`src/hdl/assert_macros.svh`:
```
// Assertion helpers; each expects clk_i and rst_ni in the using module.
`ifndef ASSERT_MACROS_SVH
`define ASSERT_MACROS_SVH

`ifndef NO_ASSERTIONS

`define ASSERT_PROP(lbl, prop, msg) \
  lbl: assert property (@(posedge clk_i) disable iff (!rst_ni) (prop)) else $error(msg);

`define ASSERT_NEVER(lbl, cond, msg) \
  lbl: assert property (@(posedge clk_i) disable iff (!rst_ni) !(cond)) else $error(msg);

`else

`define ASSERT_PROP(lbl, prop, msg)

`define ASSERT_NEVER(lbl, cond, msg)

`endif

`endif

```
`src/hdl/rssm_pkg.sv`:
```
`default_nettype none

package rssm_pkg;

  localparam int unsigned TimerBitsDefault = 20;
  localparam int unsigned TimeoutW         = 20;
  localparam int unsigned StateW           = 4;
  localparam int unsigned CmdW             = 5;
  localparam int unsigned ErrW             = 8;
  localparam int unsigned SafetyW          = 2;

  localparam logic [TimeoutW-1:0] HomingTimeoutReset = TimeoutW'(60000);

  // command codes
  localparam logic [CmdW-1:0] CmdInitComplete    = 5'd0;
  localparam logic [CmdW-1:0] CmdEnableRequest   = 5'd1;
  localparam logic [CmdW-1:0] CmdDisableRequest  = 5'd2;
  localparam logic [CmdW-1:0] CmdHomeRequest     = 5'd3;
  localparam logic [CmdW-1:0] CmdHomeComplete    = 5'd4;
  localparam logic [CmdW-1:0] CmdHomeError       = 5'd5;
  localparam logic [CmdW-1:0] CmdMotionStart     = 5'd6;
  localparam logic [CmdW-1:0] CmdMotionComplete  = 5'd7;
  localparam logic [CmdW-1:0] CmdMotionError     = 5'd8;
  localparam logic [CmdW-1:0] CmdProgramStart    = 5'd9;
  localparam logic [CmdW-1:0] CmdProgramPause    = 5'd10;
  localparam logic [CmdW-1:0] CmdProgramResume   = 5'd11;
  localparam logic [CmdW-1:0] CmdProgramStop     = 5'd12;
  localparam logic [CmdW-1:0] CmdProgramComplete = 5'd13;
  localparam logic [CmdW-1:0] CmdProgramError    = 5'd14;
  localparam logic [CmdW-1:0] CmdEstopPressed    = 5'd15;
  localparam logic [CmdW-1:0] CmdEstopReleased   = 5'd16;
  localparam logic [CmdW-1:0] CmdDoorOpen        = 5'd17;
  localparam logic [CmdW-1:0] CmdResetRequest    = 5'd18;
  localparam logic [CmdW-1:0] CmdErrorCleared    = 5'd19;
  localparam logic [CmdW-1:0] CmdEnable          = 5'd20;
  localparam logic [CmdW-1:0] CmdDisable         = 5'd21;
  localparam logic [CmdW-1:0] CmdReset           = 5'd22;
  localparam logic [CmdW-1:0] CmdSetMode         = 5'd23;
  localparam logic [CmdW-1:0] CmdSetError        = 5'd24;
  localparam logic [CmdW-1:0] CmdClearError      = 5'd25;
  localparam logic [CmdW-1:0] CmdTick            = 5'd26;

  // safety states
  localparam logic [SafetyW-1:0] SafeNormal = 2'd0;
  localparam logic [SafetyW-1:0] SafeProt   = 2'd1;
  localparam logic [SafetyW-1:0] SafeEmerg  = 2'd2;

  // error codes
  localparam logic [ErrW-1:0] ErrNone          = 8'd0;
  localparam logic [ErrW-1:0] ErrEstop         = 8'd1;
  localparam logic [ErrW-1:0] ErrDoorOpen      = 8'd2;
  localparam logic [ErrW-1:0] ErrHomingTimeout = 8'd3;

  localparam logic ModeManual = 1'b0;
  localparam logic ModeAuto   = 1'b1;

endpackage

`default_nettype wire

```
`src/hdl/rssm_if.sv`:
```
`default_nettype none

interface rssm_cmd_if import rssm_pkg::*; ();
  logic            valid;
  logic            ready;
  logic [CmdW-1:0] cmd;
  logic            mode_value;
  logic [ErrW-1:0] error_value;

  modport source (output valid, cmd, mode_value, error_value, input ready);
  modport sink   (input valid, cmd, mode_value, error_value, output ready);
endinterface

interface rssm_res_if import rssm_pkg::*; ();
  logic               valid;
  logic               ready;
  logic               accepted;
  logic [StateW-1:0]  state_now;
  logic [StateW-1:0]  state_before;
  logic               mode_now;
  logic [SafetyW-1:0] safety_now;
  logic               enabled_flag;
  logic               homed_flag;
  logic [ErrW-1:0]    error_now;
  logic               state_changed;
  logic               error_active;
  logic               jog_allowed;
  logic               program_allowed;

  modport source (output valid, accepted, state_now, state_before, mode_now, safety_now,
                  enabled_flag, homed_flag, error_now, state_changed, error_active,
                  jog_allowed, program_allowed, input ready);
  modport sink   (input valid, accepted, state_now, state_before, mode_now, safety_now,
                  enabled_flag, homed_flag, error_now, state_changed, error_active,
                  jog_allowed, program_allowed, output ready);
endinterface

interface rssm_cfg_if import rssm_pkg::*; ();
  logic                valid;
  logic                ready;
  logic [TimeoutW-1:0] data;

  modport source (output valid, data, input ready);
  modport sink   (input valid, data, output ready);
endinterface

`default_nettype wire

```
`src/hdl/robot_supervisor_state_machine_top.sv`:
```
// channel   dir   payload                                   handshake
// cmd_i     in    cmd, mode_value, error_value              valid / ready
// res_o     out   accepted, status, permission flags        valid / ready
// cfg_i     in    homing timeout ticks (20 bits)            valid / ready, always ready
//
// One command word per cycle unless res_o stalls; input register first, then result register.
// Throughput is set by the update of the supervisor state from the input register.
// rst_ni clears supervisor state and both valid flags; timeout_q resets to HomingTimeoutReset.
// A stalled result holds the input stage once it is full; cmd_i.ready drops only then.
`default_nettype none
`include "assert_macros.svh"

module robot_supervisor_state_machine_top import rssm_pkg::*; #(
  parameter int unsigned TIMER_BITS = TimerBitsDefault
) (
  input  wire logic clk_i,
  input  wire logic rst_ni,
  rssm_cmd_if.sink  cmd_i,
  rssm_cfg_if.sink  cfg_i,
  rssm_res_if.source res_o
);

  localparam int unsigned CmpW = (TIMER_BITS > TimeoutW) ? TIMER_BITS : TimeoutW;

  typedef enum logic [StateW-1:0] {
    StInit    = 4'd0,
    StIdle    = 4'd1,
    StHoming  = 4'd2,
    StReady   = 4'd3,
    StMoving  = 4'd4,
    StExec    = 4'd5,
    StPaused  = 4'd6,
    StError   = 4'd7,
    StEstop   = 4'd8
  } state_e;

  // configuration
  logic [TimeoutW-1:0] timeout_q;

  assign cfg_i.ready = 1'b1;

  always_ff @(posedge clk_i or negedge rst_ni) begin
    if (!rst_ni) begin
      timeout_q <= HomingTimeoutReset;
    end else if (cfg_i.valid) begin
      timeout_q <= cfg_i.data;
    end
  end

  // input register
  logic            in_valid_q;
  logic [CmdW-1:0] in_cmd_q;
  logic            in_mode_q;
  logic [ErrW-1:0] in_err_q;
  logic            out_valid_q;
  logic            advance;

  assign advance     = in_valid_q && (!out_valid_q || res_o.ready);
  assign cmd_i.ready = !in_valid_q || advance;

  always_ff @(posedge clk_i or negedge rst_ni) begin
    if (!rst_ni) begin
      in_valid_q <= 1'b0;
    end else if (cmd_i.ready) begin
      in_valid_q <= cmd_i.valid;
    end
  end

  always_ff @(posedge clk_i) begin
    if (cmd_i.valid && cmd_i.ready) begin
      in_cmd_q  <= cmd_i.cmd;
      in_mode_q <= cmd_i.mode_value;
      in_err_q  <= cmd_i.error_value;
    end
  end

  // supervisor state
  state_e                st_q, st_d, prev_q, prev_d, tgt;
  logic                  mode_q, mode_d;
  logic [SafetyW-1:0]    safety_q, safety_d;
  logic                  en_q, en_d, homed_q, homed_d;
  logic [ErrW-1:0]       err_q, err_d;
  logic [TIMER_BITS-1:0] tis_q, tis_d, tis_inc;
  logic                  acc, go, changed, in_motion, base;

  assign in_motion = (st_q == StMoving) || (st_q == StExec) || (st_q == StHoming);
  assign tis_inc   = (tis_q == '1) ? tis_q : tis_q + 1'b1;

  always_comb begin
    st_d     = st_q;
    prev_d   = prev_q;
    mode_d   = mode_q;
    safety_d = safety_q;
    en_d     = en_q;
    homed_d  = homed_q;
    err_d    = err_q;
    tis_d    = tis_q;
    acc      = 1'b0;
    go       = 1'b0;
    tgt      = st_q;
    changed  = 1'b0;

    case (in_cmd_q)
      CmdEstopPressed: begin
        safety_d = SafeEmerg;
        err_d    = ErrEstop;
        go       = 1'b1;
        tgt      = StEstop;
      end
      CmdDoorOpen: begin
        if (in_motion) begin
          safety_d = SafeProt;
          err_d    = ErrDoorOpen;
          go       = 1'b1;
          tgt      = StError;
        end
      end
      CmdEnable: begin
        if (safety_q == SafeNormal && (st_q == StIdle || st_q == StReady)) begin
          en_d = 1'b1;
          acc  = 1'b1;
        end
      end
      CmdDisable: begin
        en_d = 1'b0;
        acc  = 1'b1;
        if (st_q inside {StReady, StMoving, StExec, StPaused}) begin
          go  = 1'b1;
          tgt = StIdle;
        end
      end
      CmdReset: begin
        if (safety_q != SafeEmerg && (st_q == StError || st_q == StEstop)) begin
          err_d    = ErrNone;
          safety_d = SafeNormal;
          en_d     = 1'b0;
          homed_d  = 1'b0;
          go       = 1'b1;
          tgt      = StIdle;
        end
      end
      CmdSetMode: begin
        if (!in_motion) begin
          mode_d = in_mode_q;
          acc    = 1'b1;
        end
      end
      CmdSetError: begin
        err_d = in_err_q;
        acc   = 1'b1;
      end
      CmdClearError: begin
        if (safety_q != SafeEmerg) begin
          err_d = ErrNone;
          acc   = 1'b1;
        end
      end
      CmdTick: begin
        acc   = 1'b1;
        tis_d = tis_inc;
        if (st_q == StHoming && CmpW'(tis_inc) > CmpW'(timeout_q)) begin
          err_d = ErrHomingTimeout;
          go    = 1'b1;
          tgt   = StError;
        end
      end
      default: ;
    endcase

    if (in_cmd_q == CmdEstopReleased) begin
      safety_d = SafeNormal;
    end

    // transition table; guards see the state before this word
    if (in_cmd_q < CmdEnable && in_cmd_q != CmdEstopPressed &&
        !(in_cmd_q == CmdDoorOpen && in_motion)) begin
      case (st_q)
        StInit: begin
          if (in_cmd_q == CmdInitComplete) begin
            go = 1'b1; tgt = StIdle;
          end
        end
        StIdle: begin
          if (in_cmd_q == CmdEnableRequest) begin
            go = (safety_q == SafeNormal); tgt = StIdle;
          end else if (in_cmd_q == CmdHomeRequest) begin
            go = en_q && (safety_q == SafeNormal); tgt = StHoming;
          end
        end
        StHoming: begin
          if (in_cmd_q == CmdHomeComplete) begin
            go = 1'b1; tgt = StReady;
          end else if (in_cmd_q == CmdHomeError) begin
            go = 1'b1; tgt = StError;
          end else if (in_cmd_q == CmdDisableRequest) begin
            go = 1'b1; tgt = StIdle;
          end
        end
        StReady: begin
          if (in_cmd_q == CmdMotionStart) begin
            go = en_q && homed_q; tgt = StMoving;
          end else if (in_cmd_q == CmdProgramStart) begin
            go = en_q && homed_q && (mode_q == ModeAuto); tgt = StExec;
          end else if (in_cmd_q == CmdDisableRequest) begin
            go = 1'b1; tgt = StIdle;
          end
        end
        StMoving: begin
          if (in_cmd_q == CmdMotionComplete) begin
            go = 1'b1; tgt = StReady;
          end else if (in_cmd_q == CmdMotionError) begin
            go = 1'b1; tgt = StError;
          end else if (in_cmd_q == CmdDisableRequest) begin
            go = 1'b1; tgt = StIdle;
          end
        end
        StExec: begin
          if (in_cmd_q == CmdProgramPause) begin
            go = 1'b1; tgt = StPaused;
          end else if (in_cmd_q == CmdProgramComplete || in_cmd_q == CmdProgramStop) begin
            go = 1'b1; tgt = StReady;
          end else if (in_cmd_q == CmdProgramError) begin
            go = 1'b1; tgt = StError;
          end else if (in_cmd_q == CmdMotionStart || in_cmd_q == CmdMotionComplete) begin
            go = 1'b1; tgt = StExec;
          end
        end
        StPaused: begin
          if (in_cmd_q == CmdProgramResume) begin
            go = 1'b1; tgt = StExec;
          end else if (in_cmd_q == CmdProgramStop) begin
            go = 1'b1; tgt = StReady;
          end else if (in_cmd_q == CmdDisableRequest) begin
            go = 1'b1; tgt = StIdle;
          end
        end
        StError: begin
          if (in_cmd_q == CmdResetRequest || in_cmd_q == CmdErrorCleared) begin
            go = (safety_q != SafeEmerg); tgt = StIdle;
          end
        end
        StEstop: begin
          if (in_cmd_q == CmdEstopReleased) begin
            go = 1'b1; tgt = StError;
          end else if (in_cmd_q == CmdResetRequest) begin
            go = (safety_q == SafeNormal); tgt = StIdle;
          end
        end
        default: ;
      endcase
    end

    if (go) begin
      acc = 1'b1;
      if (tgt != st_q) begin
        prev_d  = st_q;
        st_d    = tgt;
        tis_d   = '0;
        changed = 1'b1;
        if (tgt == StIdle || tgt == StError || tgt == StEstop) begin
          en_d = 1'b0;
        end
        if (tgt == StReady) begin
          homed_d = 1'b1;
        end
      end
    end
  end

  assign base = en_d && homed_d && (safety_d == SafeNormal) && (st_d == StReady);

  always_ff @(posedge clk_i or negedge rst_ni) begin
    if (!rst_ni) begin
      st_q     <= StInit;
      prev_q   <= StInit;
      mode_q   <= ModeManual;
      safety_q <= SafeNormal;
      en_q     <= 1'b0;
      homed_q  <= 1'b0;
      err_q    <= ErrNone;
      tis_q    <= '0;
    end else if (advance) begin
      st_q     <= st_d;
      prev_q   <= prev_d;
      mode_q   <= mode_d;
      safety_q <= safety_d;
      en_q     <= en_d;
      homed_q  <= homed_d;
      err_q    <= err_d;
      tis_q    <= tis_d;
    end
  end

  // result register
  always_ff @(posedge clk_i or negedge rst_ni) begin
    if (!rst_ni) begin
      out_valid_q <= 1'b0;
    end else if (advance) begin
      out_valid_q <= 1'b1;
    end else if (res_o.ready) begin
      out_valid_q <= 1'b0;
    end
  end

  always_ff @(posedge clk_i) begin
    if (advance) begin
      res_o.accepted        <= acc;
      res_o.state_now       <= StateW'(st_d);
      res_o.state_before    <= StateW'(prev_d);
      res_o.mode_now        <= mode_d;
      res_o.safety_now      <= safety_d;
      res_o.enabled_flag    <= en_d;
      res_o.homed_flag      <= homed_d;
      res_o.error_now       <= err_d;
      res_o.state_changed   <= changed;
      res_o.error_active    <= (st_d == StError) || (st_d == StEstop) || (err_d != ErrNone);
      res_o.jog_allowed     <= base && (mode_d == ModeManual);
      res_o.program_allowed <= base && (mode_d == ModeAuto);
    end
  end

  assign res_o.valid = out_valid_q;

  `ASSERT_PROP(a_changed_differs,
    (res_o.valid && res_o.state_changed) |-> (res_o.state_now != res_o.state_before),
    "state_changed set without a new state")
  `ASSERT_PROP(a_state_only_on_advance,
    (st_q != $past(st_q)) |-> $past(advance), "state moved without a command word")
  `ASSERT_PROP(a_estop_is_emergency,
    (st_q == StEstop) |-> (safety_q == SafeEmerg), "estop state without emergency safety")
  `ASSERT_PROP(a_permission_needs_ready,
    (res_o.valid && (res_o.jog_allowed || res_o.program_allowed)) |->
      (res_o.enabled_flag && res_o.homed_flag && res_o.state_now == StateW'(StReady)),
    "permission given outside an enabled, homed ready state")
  `ASSERT_NEVER(a_no_overwrite, out_valid_q && !res_o.ready && advance,
    "result word overwritten while stalled")

endmodule

`default_nettype wire

```
`src/flat_wrapper.sv`:
```
// flat-port wrapper written by rule: the top's interface ports become plain ports
module robot_supervisor_state_machine_top_flat import rssm_pkg::*;
#(
  parameter int unsigned TIMER_BITS = TimerBitsDefault
)
  (clk_i, rst_ni, cmd_i_valid, cmd_i_cmd, cmd_i_mode_value, cmd_i_error_value, cmd_i_ready, cfg_i_valid, cfg_i_data, cfg_i_ready, res_o_valid, res_o_accepted, res_o_state_now, res_o_state_before, res_o_mode_now, res_o_safety_now, res_o_enabled_flag, res_o_homed_flag, res_o_error_now, res_o_state_changed, res_o_error_active, res_o_jog_allowed, res_o_program_allowed, res_o_ready);
  rssm_cmd_if cmd_i_i ();
  rssm_cfg_if cfg_i_i ();
  rssm_res_if res_o_i ();
  input  wire logic clk_i;
  input  wire logic rst_ni;
  input wire logic [$bits(cmd_i_i.valid)-1:0] cmd_i_valid;
  input wire logic [$bits(cmd_i_i.cmd)-1:0] cmd_i_cmd;
  input wire logic [$bits(cmd_i_i.mode_value)-1:0] cmd_i_mode_value;
  input wire logic [$bits(cmd_i_i.error_value)-1:0] cmd_i_error_value;
  output wire logic [$bits(cmd_i_i.ready)-1:0] cmd_i_ready;
  input wire logic [$bits(cfg_i_i.valid)-1:0] cfg_i_valid;
  input wire logic [$bits(cfg_i_i.data)-1:0] cfg_i_data;
  output wire logic [$bits(cfg_i_i.ready)-1:0] cfg_i_ready;
  output wire logic [$bits(res_o_i.valid)-1:0] res_o_valid;
  output wire logic [$bits(res_o_i.accepted)-1:0] res_o_accepted;
  output wire logic [$bits(res_o_i.state_now)-1:0] res_o_state_now;
  output wire logic [$bits(res_o_i.state_before)-1:0] res_o_state_before;
  output wire logic [$bits(res_o_i.mode_now)-1:0] res_o_mode_now;
  output wire logic [$bits(res_o_i.safety_now)-1:0] res_o_safety_now;
  output wire logic [$bits(res_o_i.enabled_flag)-1:0] res_o_enabled_flag;
  output wire logic [$bits(res_o_i.homed_flag)-1:0] res_o_homed_flag;
  output wire logic [$bits(res_o_i.error_now)-1:0] res_o_error_now;
  output wire logic [$bits(res_o_i.state_changed)-1:0] res_o_state_changed;
  output wire logic [$bits(res_o_i.error_active)-1:0] res_o_error_active;
  output wire logic [$bits(res_o_i.jog_allowed)-1:0] res_o_jog_allowed;
  output wire logic [$bits(res_o_i.program_allowed)-1:0] res_o_program_allowed;
  input wire logic [$bits(res_o_i.ready)-1:0] res_o_ready;
  assign cmd_i_i.valid = cmd_i_valid;
  assign cmd_i_i.cmd = cmd_i_cmd;
  assign cmd_i_i.mode_value = cmd_i_mode_value;
  assign cmd_i_i.error_value = cmd_i_error_value;
  assign cmd_i_ready = cmd_i_i.ready;
  assign cfg_i_i.valid = cfg_i_valid;
  assign cfg_i_i.data = cfg_i_data;
  assign cfg_i_ready = cfg_i_i.ready;
  assign res_o_valid = res_o_i.valid;
  assign res_o_accepted = res_o_i.accepted;
  assign res_o_state_now = res_o_i.state_now;
  assign res_o_state_before = res_o_i.state_before;
  assign res_o_mode_now = res_o_i.mode_now;
  assign res_o_safety_now = res_o_i.safety_now;
  assign res_o_enabled_flag = res_o_i.enabled_flag;
  assign res_o_homed_flag = res_o_i.homed_flag;
  assign res_o_error_now = res_o_i.error_now;
  assign res_o_state_changed = res_o_i.state_changed;
  assign res_o_error_active = res_o_i.error_active;
  assign res_o_jog_allowed = res_o_i.jog_allowed;
  assign res_o_program_allowed = res_o_i.program_allowed;
  assign res_o_i.ready = res_o_ready;
  robot_supervisor_state_machine_top #(.TIMER_BITS(TIMER_BITS)) u_core (.clk_i(clk_i), .rst_ni(rst_ni), .cmd_i(cmd_i_i), .cfg_i(cfg_i_i), .res_o(res_o_i));
endmodule
```
`config.mk`:
```
export PLATFORM = sky130hd
export DESIGN_NAME = robot_supervisor_state_machine_top_flat
export DESIGN_NICKNAME = d
export VERILOG_FILES = /design/src/hdl/rssm_pkg.sv /design/src/hdl/rssm_if.sv /design/src/hdl/robot_supervisor_state_machine_top.sv /design/src/flat_wrapper.sv
export VERILOG_INCLUDE_DIRS = /design/src /design/src/hdl
export SDC_FILE = /design/constraint.sdc
export NUM_CORES = 1
export LEC_CHECK = 0
export BUFFER_PORTS_ARGS = -buffer_cell sky130_fd_sc_hd__buf_2
export CAP_MARGIN = 20
export CORE_MARGIN = 1
export CORE_UTILIZATION = 50
export CTS_BUF_LIST = sky130_fd_sc_hd__clkbuf_4 sky130_fd_sc_hd__clkbuf_8
export DETAILED_ROUTE_END_ITERATION = 8
export GPL_TIMING_DRIVEN = 0
export PLACE_DENSITY = 0.72
export SKIP_CTS_REPAIR_TIMING = 1
export SLEW_MARGIN = 20
export SYNTH_ARGS = -nofsm -noshare
export SYNTH_HDL_FRONTEND = slang
export SYNTH_SLANG_ARGS = --single-unit
```
`constraint.sdc`:
```
create_clock -name clk_i -period 7.2 [get_ports clk_i]
set_input_delay 0.36 -clock clk_i [delete_from_list [all_inputs] [get_ports clk_i]]
set_output_delay 0.36 -clock clk_i [all_outputs]
set_load 0.005 [all_outputs]
```
# After elaboration in Yosys (flattened, before gate mapping)
# Index checks and enable logic that the tools add are counted.
dict set report word_totals {
  register_bits 103
  inputBits 39
  out_inout_bits 29
  word_cells 204
}
dict set report op_classes {
  reduce_logical 40
  mux 89
  eq_ne 45
  bitwise_logic 1
  magnitude_cmp 2
  addsub 1
}
# cell count
set ops {}
lappend ops {{$mux 4} 28}
lappend ops {{$mux 20} 4}
lappend ops {{$eq 5x5->1 const B} 11}
lappend ops {{$pmux 8 s6} 1}
lappend ops {{$mux 1} 42}
lappend ops {{$eq 5x4->1 const B} 8}
lappend ops {{$pmux 4 s9} 1}
lappend ops {{$mux 8} 4}
lappend ops {{$eq 4x3->1 const B} 6}
lappend ops {{$add 20x1->20 const B} 1}
lappend ops {{$eq 20x20->1 const B} 1}
lappend ops {{$eq 5x3->1 const B} 4}
lappend ops {{$gt 20x20->1} 1}
lappend ops {{$pmux 4 s5} 1}
lappend ops {{$eq 4x2->1 const B} 4}
lappend ops {{$logic_and 1x1->1} 16}
lappend ops {{$logic_or 1x1->1} 13}
lappend ops {{$eq 4x4->1 const B} 3}
lappend ops {{$eq 5x2->1 const B} 2}
lappend ops {{$pmux 1 s9} 1}
lappend ops {{$eq 4x1->1 const B} 2}
lappend ops {{$reduce_bool 8->1} 1}
lappend ops {{$mux 2} 3}
lappend ops {{$pmux 2 s3} 1}
lappend ops {{16 further kinds} 19}

# Logic depth before layout (Yosys ltp)
# Gate-level depths: netlist of run 1.
dict set report logic_depth {
  depth_word 22
  depth_mapped 23
  mapped_depth_nobuf 21
}

# Worst setup path before layout of run 1
# No wires, ideal clock.
dict set report synth_timing {
  path_kind {reg-to-reg}
  start {register u_core.tis_q[0]}
  end {register u_core.res_o.state_before[0], data pin}
  required_ns 6.940
  path_stages_with_launch 23
  setup_slack_ns 2.185
  path_buffers 3
  synth_period_minus_slack_ns 5.015
  t_arrival_ns 4.755
  setup_time_ns 0.260
  cell_sequence {dfrtp_1 > ha_1 > and2_1 > nand3_1 > nor3_1 > and2_1 > nand2b_1 > clkbuf_1 > and2_1 > nand4_1 > xnor2_1 > ha_1 > a21oi_1 > o21ai_1 > a221oi_1 > a21oi_4 > or2_1 > a21oi_1 > mux2_2 > a21oi_1 > buf_4 > buf_4 > mux2_2}
}
dict set report synth_via {
  elab_chain_len 15
  word_cells_on_any_way 54
  classes_between {add/sub (1); order compare (1); eq/ne (2); mux (49); reduce/logical (1)}
}
# item line_no
set synth_rtl {}
lappend synth_rtl {{start: declaration} robot_supervisor_state_machine_top.sv:83} ;# logic [TIMER_BITS-1:0] tis_q, tis_d, tis_inc;
lappend synth_rtl {{start signal: assignment} robot_supervisor_state_machine_top.sv:290} ;# tis_q <= tis_d;
lappend synth_rtl {{$add 20x1->20 / $eq 20x20->1 (equally long branches)} robot_supervisor_state_machine_top.sv:87} ;# assign tis_inc = (tis_q == '1) ? tis_q : tis_q + 1'b1;
lappend synth_rtl {{$mux 20 *} robot_supervisor_state_machine_top.sv:87}
lappend synth_rtl {{$gt 20x20->1 *} robot_supervisor_state_machine_top.sv:161} ;# if (st_q == StHoming && CmpW'(tis_inc) > CmpW'(timeout_q)) begin
lappend synth_rtl {{$logic_and 1x1->1 *} robot_supervisor_state_machine_top.sv:161}
lappend synth_rtl {{$mux 4} robot_supervisor_state_machine_top.sv:161}
lappend synth_rtl {{$pmux 4 s5} robot_supervisor_state_machine_top.sv:103} ;# case (in_cmd_q)
lappend synth_rtl {{$mux 4} robot_supervisor_state_machine_top.sv:224} ;# end else if (in_cmd_q == CmdMotionStart || in_cmd_q == CmdMotionComplete) begin
lappend synth_rtl {{$mux 4} robot_supervisor_state_machine_top.sv:222} ;# end else if (in_cmd_q == CmdProgramError) begin
lappend synth_rtl {{$mux 4} robot_supervisor_state_machine_top.sv:220} ;# end else if (in_cmd_q == CmdProgramComplete || in_cmd_q == CmdProgramStop) begin
lappend synth_rtl {{$mux 4} robot_supervisor_state_machine_top.sv:218} ;# if (in_cmd_q == CmdProgramPause) begin
lappend synth_rtl {{$pmux 4 s9} robot_supervisor_state_machine_top.sv:177} ;# case (st_q)
lappend synth_rtl {{$mux 4} robot_supervisor_state_machine_top.sv:175} ;# if (in_cmd_q < CmdEnable && in_cmd_q != CmdEstopPressed &&
lappend synth_rtl {{$ne 4x4->1} robot_supervisor_state_machine_top.sv:255} ;# if (tgt != st_q) begin
lappend synth_rtl {{$mux 4} robot_supervisor_state_machine_top.sv:255}
lappend synth_rtl {{$mux 4 *} robot_supervisor_state_machine_top.sv:253} ;# if (go) begin
lappend synth_rtl {{named net u_core.prev_d[0]} robot_supervisor_state_machine_top.sv:78} ;# state_e st_q, st_d, prev_q, prev_d, tgt;
lappend synth_rtl {{end signal: assignment} robot_supervisor_state_machine_top.sv:309} ;# res_o.state_before <= StateW'(prev_d);
lappend synth_rtl {{end: declaration} rssm_if.sv:30} ;# modport source (output valid, accepted, state_now, state_before, mode_now, safety_now,
# Mark *: on every way through the listed nets, which the timed path passes. The rest lies on a longest branch.
# A chain may end at the register's enable or synchronous reset.

# Worst setup path after layout of run 1
dict set report layout_timing {
  start {register u_core.tis_q[0]}
  end {register u_core.res_o.state_before[3], data pin}
}
# Same word-level chain as after synthesis.

==> metrics.yaml, run 1 <==
clock_skew_ps: 18.8
die_area_um2: 14000
worstSkewPairLatency_ps: 400
r2r_end: "u_core.res_o.state_before[3]"
coreArea_um2: 13200
min_period_over_period: 0.907
reg2reg_depth: 22
status: "finished clean"
start_util: 0.513
drtIter0Drc: 695
cts_tree: "done"
fill_cells: 1189
setup_viol_count_final: 0
synthAdderAreaFrac: 0.0389
synthXorXnorAreaFrac: 0.0194
place_ws_ps: 931
num_io_pins: 68
ant_nets: 0
netlist.area_leader.share: 0.207
yosys.area_share.simple: 0.253
yosysWarnings: 0
rsz0062_at_grt: "false"
worst_slack_ps: 673
synth_fp_nets: 818
fin_crit_ps: 6530
grt_max_degree: 36
seq_area_frac_synth: 0.412
ys_ff_latch: 103
crit_type: "reg2reg"
synth.area.top_cells: "dfrtp_1 21%, edfxtp_1 18%, nand2_1 5.8%"
peakVddDrop_mv: 0.209
clock_path_buffers: 2
avgSynthCellArea_um2: 8.92
first_pass_iters: 5
clk_pin_slew_ps: 110
synth_top_family_by_area: "simple AND/OR/NAND/NOR gates"
synth_compound_area_frac: 0.204
critical_path_arrival_ps: 6670
drv_cap: 0
timing.rr.start: "u_core.tis_q[0]"
cp.required_ps: 7340
worstHoldEndpoint: "u_core.in_err_q[6]"
relSlewSlack: 0.296
drv_slew: 0
grt_antenna_before_repair: 0
grt_overflow: 0
vias: 6522
synth_ff_type: "dfrtp_1"
endpoint_kind: "register"
totalWireLength_um: 21400
fin_setup_tns_ps: 0
power_uw: 1930
multi_input_area_um2: 3630
layout.nets: 897
grt_pass1_wl_um: 33700
hold_viol: 0
min_path_type: "in2reg"
hold_ws_ps: 132
port_buffers: 65
drive_gt1_frac: 0.171
dieHeight_um: 118
routedWlPerCell_um: 21.0
min_delay_path_depth: 1
synth_top_cell_by_area: "dfrtp_1"
synth.distinct_cells: 84
drc: 0
synth-async-reset-ratio: 0.612
netlist_instances: 758
root_buffer: "clkbuf_8"
hp-start: "cmd_i_error_value[6]"
rrSetupSlack_ps: 670
cp_max_fo: 10
antenna_cells: 0
die_width_um: 118
avgViaCountPerCell: 6.41
yosys-mux-area-fraction: 0.0215
worst_setup_path_start_kind: "register"
yosysMostFrequentCell: "nand2_1"
synth_area_um2: 6760
grt_pass1_vias: 6136
total_leakage_power_uw: 0.00319
htree_levels: 3
seqCellArea_um2: 2790
clock_sinks: 103
synthTopCellsByCount: "104 x nand2_1, 63 x o21ai_0, 56 x dfrtp_1"
cts_buffers: 9
syn_to_final_growth_pct: 12.1
dp_hpwl_um: 16200
grt_usage: 0.315
fmax_mhz: 153
rows: 42
power.density_nw_per_um2: 254
tightest_slew_ps: 1030
place_congestion: 0.995
synth_edf_count: 40
-- metal layers --
layer  track usage  share of wire
met5             0              0
met3        0.0700          0.090
met1         0.454           0.45
met4        0.0777          0.014
met2         0.478           0.45
-- registers in the layout (all words and copies together) (netlist names), 2 cells and up --
register	flops
u_core.timeout_q	20
u_core.tis_q	20
u_core.err_q	8
u_core.in_err_q	8
u_core.res_o.error_now	8
u_core.in_cmd_q	5
u_core.prev_q	4
u_core.res_o.state_before	4
u_core.res_o.state_now	4
u_core.st_q	4
u_core.res_o.safety_now	2
u_core.safety_q	2
-- cells by family after synthesis --
| logic type | Yosys count |
|---|---|
| flip-flops | 103 |
| XOR/XNOR | 15 |
| other | 1 |
| multiplexers | 13 |
| AO/OA/AOI/OAI | 204 |
| buffers and inverters | 81 |
| AND/OR/NAND/NOR | 320 |
| adder cells (fa/ha/maj) | 21 |
-- critical path, stage by stage (launching register included) --
cell and delay [ps]:
dfrtp_1 480, ha_1 210, and2_1 180, nand3_1 120, nor3_1 520, and2_1 280
nand2b_1 70, clkbuf_1 270, and2_1 320, nand4_1 170, xnor2_1 120, ha_1 220
a21oi_1 150, o21ai_1 90, a221oi_1 760, a21oi_4 230, or2_1 290, a21oi_1 360
mux2_2 410, a21oi_1 230, buf_4 230, buf_4 200, mux2_2 350
-- placed cells by master, fill, tap and decap left out, types with 7 or more instances in the layout --
master    synthesis  final
dfstp_2           7      7
nand2b_1         21     21
inv_1            34     34
o211ai_1          9      9
nor3_1           13     13
buf_2            23     87
mux2_2            8      8
a21oi_1          31     31
xnor2_1          12     12
clkbuf_8          0      9
o21ai_0          63     63
edfxtp_1         40     40
dfrtp_1          56     56
nand4_1          10     10
a22o_1           16     16
nor2_1           49     49
clkbuf_1         17     16
and3_1            7      7
nand2_1         104    104
nor2b_1          14     14
nand3_1          28     28
and2_1           12     12
ha_1             21     21
nor4_1           12     12
or3_1             7      7
-- how the worst max path moves through the flow --
stage,depth (start not counted),start,slack [ps],endpoint
2_1_floorplan,22,u_core.tis_q[0],2190,u_core.res_o.state_before[0]
4_1_cts,22,u_core.tis_q[0],820,u_core.res_o.state_before[3]
3_3_place_gp,22,u_core.tis_q[0],1090,u_core.res_o.state_before[3]
3_5_place_dp,22,u_core.tis_q[0],930,u_core.res_o.state_before[3]
6_report,22,u_core.tis_q[0],670,u_core.res_o.state_before[3]
5_1_grt,22,u_core.tis_q[0],420,u_core.res_o.state_before[3]
-- final cells by class --
class                      count  share of cell area
buffer                        46              0.0282
clock buffer                   9              0.0163
clock inverter                 7              0.0116
inverter                      35              0.0173
multi-input combinational    574               0.479
sequential                   103               0.368
tap                          176              0.0291
timing repair buffer          68              0.0508
-- through the flow --
step | instances | cell area, um^2 | util
after floorplan | 758 | 6760 | -
after global placement | 999 | 7310 | 0.554
after detailed placement | 1001 | 7360 | 0.558
after CTS | 1017 | 7570 | 0.574
after global routing | 1018 | 7580 | 0.575
final | 1018 | 7580 | 0.575
-- power breakdown --
group,switching (uW),total [uW],leakage (uW),internal [uW]
clock network,223,392,0.000108,169
logic,508,779,0.00188,271
registers,45.2,757,0.00120,712
total,776,1930,0.00319,1150
(Power assumes the default switching activity.)
==> run 2, diff against run 1 <==
- CORE_UTILIZATION: 50 -> 45
- PLACE_DENSITY: 0.72 -> 0.67
==> run 2 against run 1 <==
  * Setup slack improved by 180 ps
  * Critical path depth stayed put
  * Final area about the same
  * Largest power group unchanged
==> metrics.yaml, run 2 (synthesis results as in run 1) <==
status: "finished clean"
multi_input_area_um2: 3630
cpPeakStageDelay_ps: 850
syn_to_final_growth_pct: 12.2
root_buffer: "clkbuf_8"
clk_pin_slew_ps: 110
worst_slack_ps: 855
critical-path-top-delay-family: "compound AO/OA/AOI/OAI gates"
num_io_pins: 68
grt_usage: 0.276
cp.required_ps: 7550
hp-start: "cmd_i_error_value[4]"
grt_pass1_wl_um: 33200
drtIter0Drc: 544
cpMostUsedCell: "and2_1"
antenna_cells: 0
final_area_um2: 7580
setup_viol_count_final: 0
start_util: 0.463
dp_hpwl_um: 15900
worst_setup_path_start_kind: "register"
relSlewSlack: 0.343
critical_path_arrival_ps: 6690
die_width_um: 125
seqCellArea_um2: 2790
final_cell_mix: "104 x nand2_1, 87 x buf_2, 63 x o21ai_0"
tightest_slew_ps: 986
layout.nets: 897
place_congestion: 0.962
crit_chain: "ha_1 -> and2_1 -> nand3_1 -> nor3_1 -> and2_1 -> nand2b_1 -> clkbuf_1 -> and2_1 -> nand4_1 -> xnor2_1 -> ha_1 -> a21oi_1 -> o21ai_1 -> a221oi_1 -> a21oi_4 -> o41ai_1 -> o2111ai_1 -> o31ai_2 -> a21oi_1 -> nor3_1 -> buf_2 -> a22o_1"
min_path_type: "in2reg"
grt_overflow: 0
crit_slowest_cell: "a221oi_1"
rsz0062_at_grt: "false"
crit_cells: 22
worstSkewPairLatency_ps: 410
clock_skew_ps: 15.1
rows: 44
drive_gt1_frac: 0.171
htree_levels: 3
peakVddDrop_mv: 0.119
final_common_cell: "nand2_1"
clock_path_buffers: 2
timing.rr.start: "u_core.tis_q[0]"
cp_max_fo: 10
grt_antenna_before_repair: 0
drv_slew: 0
cts_tree: "done"
placed_cell_area_um2: 7380
reg.largest.list: "u_core.timeout_q: 20 flops, u_core.tis_q: 20 flops"
fin_crit_ps: 6350
min_delay_path_depth: 1
endpoint_kind: "register"
routedWlPerCell_um: 20.5
grt_max_degree: 58
path_buf_inv: 2
totalWireLength_um: 21000
fill_cells: 1359
port_buffers: 65
clock_sinks: 103
grt_pass1_vias: 6161
cts_buffers: 9
final_core_util: 0.520
hold_viol: 0
dieHeight_um: 125
startpoint: "u_core.tis_q[0]"
fmax_mhz: 158
total_leakage_power_uw: 0.00319
power.density_nw_per_um2: 251
die_area_um2: 15500
coreArea_um2: 14600
ant_nets: 0
drc: 0
vias: 6398
avgViaCountPerCell: 6.24
place_ws_ps: 1070
fin_setup_tns_ps: 0
min_period_over_period: 0.881
drv_cap: 0
reg2reg_depth: 22
first_pass_iters: 5
crit_type: "reg2reg"
-- run 2: cell count changes in the layout (fill, tap and decap cells not counted) --
| cell | previous run | this run |
|---|---|---|
| clkinv_8 | 0 | 1 |
| bufinv_16 | 1 | 0 |
| buf_12 | 1 | 0 |
| buf_16 | 1 | 2 |
-- run 2: final timing paths --
path | endpoint | slack, ps
max in group asynchronous | u_core.timeout_q[14] | 6330
min in group asynchronous | u_core.st_q[1] | 310
min | u_core.in_err_q[4] | 120
max reg2reg | u_core.tis_q[12] | 850
max | u_core.tis_q[12] | 850
min reg2reg | u_core.err_q[1] | 490
-- run 2: per-layer routing --
layer,vias up,part of all wire,GRT usage
met4,0,0.028,0.106
met5,-,0,0
met1,3071,0.46,0.385
met3,52,0.075,0.0666
met2,313,0.44,0.411
li1,2962,-,-
-- run 2: cell type report --
cell class,count,share of cell area
timing repair buffer,68,0.0518
tap,184,0.0304
inverter,35,0.0173
multi-input combinational,574,0.479
sequential,103,0.367
clock inverter,7,0.00973
clock buffer,9,0.0163
buffer,46,0.0282
-- run 2: power by group --
| group | total [uW] | leakage, uW | internal (uW) | switching, uW |
|---|---|---|---|---|
| combinational | 780 | 0.00189 | 272 | 509 |
| sequential | 756 | 0.00120 | 712 | 44.3 |
| clock | 366 | 0.000101 | 137 | 229 |
-- run 2: worst reg2reg max path: cells and delay by family, from the launching register on --
kind / cells / cell delay, ps
simple gates: 8 / 2020
flops: 1 / 450
xor+xnor: 1 / 90
compound gates: 9 / 2760
buf+inv: 2 / 610
fa+ha+maj: 2 / 390
-- run 2: per-stage QoR --
step | hold slack [ps] | std cells | power (uW)
3_3_place_gp | 462 | 1007 | 1510
3_5_place_dp | 192 | 1009 | 1530
4_1_cts | -259 | 1025 | 1900
5_1_grt | 99.3 | 1026 | 2010
2_1_floorplan | 64.4 | 758 | 1260
6_report | 120 | 1026 | 1900
==> run 3, diff against run 2 <==
- GPL_TIMING_DRIVEN: 0 -> unset
==> run 3 against run 2 <==
  * Die area stayed put
  * Worst hold slack better by 29 ps
  * Combinational power fell by 9.7%
  * Fmax is 8.7% higher
  * Cell count fell by 3.5%
  * First-iteration DRC count decreased by 0.74%
  * Critical path depth down 1
  * Sequential share of layout area up 0.98 points
  * Clock skew decreased by 2.6 ps
  * Highest routed layer unchanged
  * Flip-flop and latch count is the same
  * Sequential power increased by 3.7%
  * Via count is 4.5% lower
  * Largest cell class unchanged
==> metrics.yaml, run 3 (synthesis results as in run 1) <==
status: "finished clean"
worst_setup_path_start_kind: "register"
final_cell_mix: "104 x nand2_1, 66 x buf_2, 63 x o21ai_0"
vias: 6110
grt_overflow: 0
drtIter0Drc: 540
cp.required_ps: 7460
total_leakage_power_uw: 0.00307
grt_pass1_wl_um: 31400
drive_gt1_frac: 0.159
placed_cell_area_um2: 7200
min_delay_path_depth: 1
route.met2.wl_um: 8590
drv_cap: 0
drc: 0
ant_nets: 0
crit_type: "reg2reg"
rows: 44
endpoint_kind: "register"
fin_cells: 990
rsz0062_at_grt: "false"
reg2reg_depth: 21
totalWireLength_um: 19200
fin_crit_ps: 5840
first_pass_iters: 5
cts_tree: "done"
fin_setup_tns_ps: 0
clock_skew_ps: 12.5
layout.nets: 861
cts_buffers: 9
die_area_um2: 15500
final_common_cell: "nand2_1"
routedWlPerCell_um: 19.4
avgViaCountPerCell: 6.17
maxUsedRoutingLayer: "met4"
tightest_slew_ps: 994
clock_sinks: 103
cp_max_fo: 20
grt_usage: 0.256
port_buffers: 66
antenna_cells: 0
fmax_mhz: 171
coreArea_um2: 14600
grt_antenna_before_repair: 0
syn_to_final_growth_pct: 9.25
dieHeight_um: 125
relSlewSlack: 0.337
fill_cells: 1389
worst_slack_ps: 1360
clk_pin_slew_ps: 100
dp_hpwl_um: 14100
hold_viol: 0
place_congestion: 0.992
drt-met1-wl_um: 8500
worstSkewPairLatency_ps: 380
min_period_over_period: 0.811
setup_viol_count_final: 0
place_ws_ps: 1460
grt_max_degree: 64
drv_slew: 0
wl_met3_um: 1530
critical_path_arrival_ps: 6100
htree_levels: 3
num_io_pins: 68
final_area_um2: 7390
power.density_nw_per_um2: 249
start_util: 0.463
peakVddDrop_mv: 0.160
seqCellArea_um2: 2790
multi_input_area_um2: 3630
die_width_um: 125
dp_cells: 974
grt_pass1_vias: 5960
min_path_type: "in2reg"
reg.largest.list: "u_core.timeout_q: 20 flops, u_core.tis_q: 20 flops"
root_buffer: "clkbuf_8"
clock_path_buffers: 2
run 3: cell types whose count changed in the layout (fill, tap and decap cells not counted), moves of 2 or more:
cell | before | now
buf_2 | 87 | 66
clkinv_4 | 2 | 0
buf_1 | 3 | 0
buf_4 | 4 | 12
buf_16 | 2 | 0
clkinvlp_4 | 0 | 2
clkbuf_8 | 9 | 11
clkbuf_1 | 16 | 0
inv_8 | 2 | 0
run 3: area by class of cell:
class                           instances  area share
Clock inverter                          4     0.00390
Multi-Input combinational cell        574       0.492
Tap cell                              184      0.0312
Timing Repair Buffer                   78      0.0569
Sequential cell                       103       0.377
Clock buffer                           12      0.0215
Inverter                               35      0.0178
run 3: power breakdown:
part / internal [uW] / leakage [uW] / switching (uW)
logic: 253 / 0.00178 / 450
clock network: 149 / 0.0000924 / 200
registers: 712 / 0.00120 / 71.8
total: 1110 / 0.00307 / 722
run 3: path summary, 6_finish.rpt:
| kind | slack (ps) | to | from |
|---|---|---|---|
| worst max-delay path | 1360 | u_core.prev_q[1] | u_core.tis_q[0] |
| worst min-delay path | 150 | u_core.in_err_q[2] | cmd_i_error_value[2] |
| worst max register to register | 1360 | u_core.prev_q[1] | u_core.tis_q[0] |
| worst min register to register | 490 | u_core.err_q[0] | u_core.err_q[0] |
| max in group asynchronous | 6500 | u_core.safety_q[1] | rst_ni |
| min in group asynchronous | 160 | u_core.st_q[0] | rst_ni |
run 3: per-stage QoR:
stage / hold WS, ps / util / power, uW
after floorplan: 64.4 / - / 1260
after global placement: 465 / 0.493 / 1470
after detailed placement: 464 / 0.493 / 1480
after CTS: 125 / 0.506 / 1840
after global routing: 121 / 0.506 / 1950
final: 149 / 0.506 / 1840
run 3: layer usage:
| metal | up-vias | track usage |
|---|---|---|
| met5 | - | 0 |
| li1 | 2882 | - |
| met2 | 284 | 0.392 |
| met1 | 2897 | 0.354 |
| met3 | 47 | 0.0541 |
| met4 | 0 | 0.0985 |
run 3: worst max-delay path, cell delays in order, from the launching register on:
cell and delay [ps]:
dfrtp_1 450, ha_1 200, and2_1 140, nand3_1 100
nor3_1 440, and2_1 260, nand2b_1 230, and2_1 300
nand4_1 170, xnor2_1 90, ha_1 210, a21oi_1 150
o21ai_1 80, a221oi_1 760, a21oi_4 200, or2_1 290
a21oi_1 300, mux2_2 390, a21oi_1 130, buf_4 250
nand2_1 200, mux2_1 380
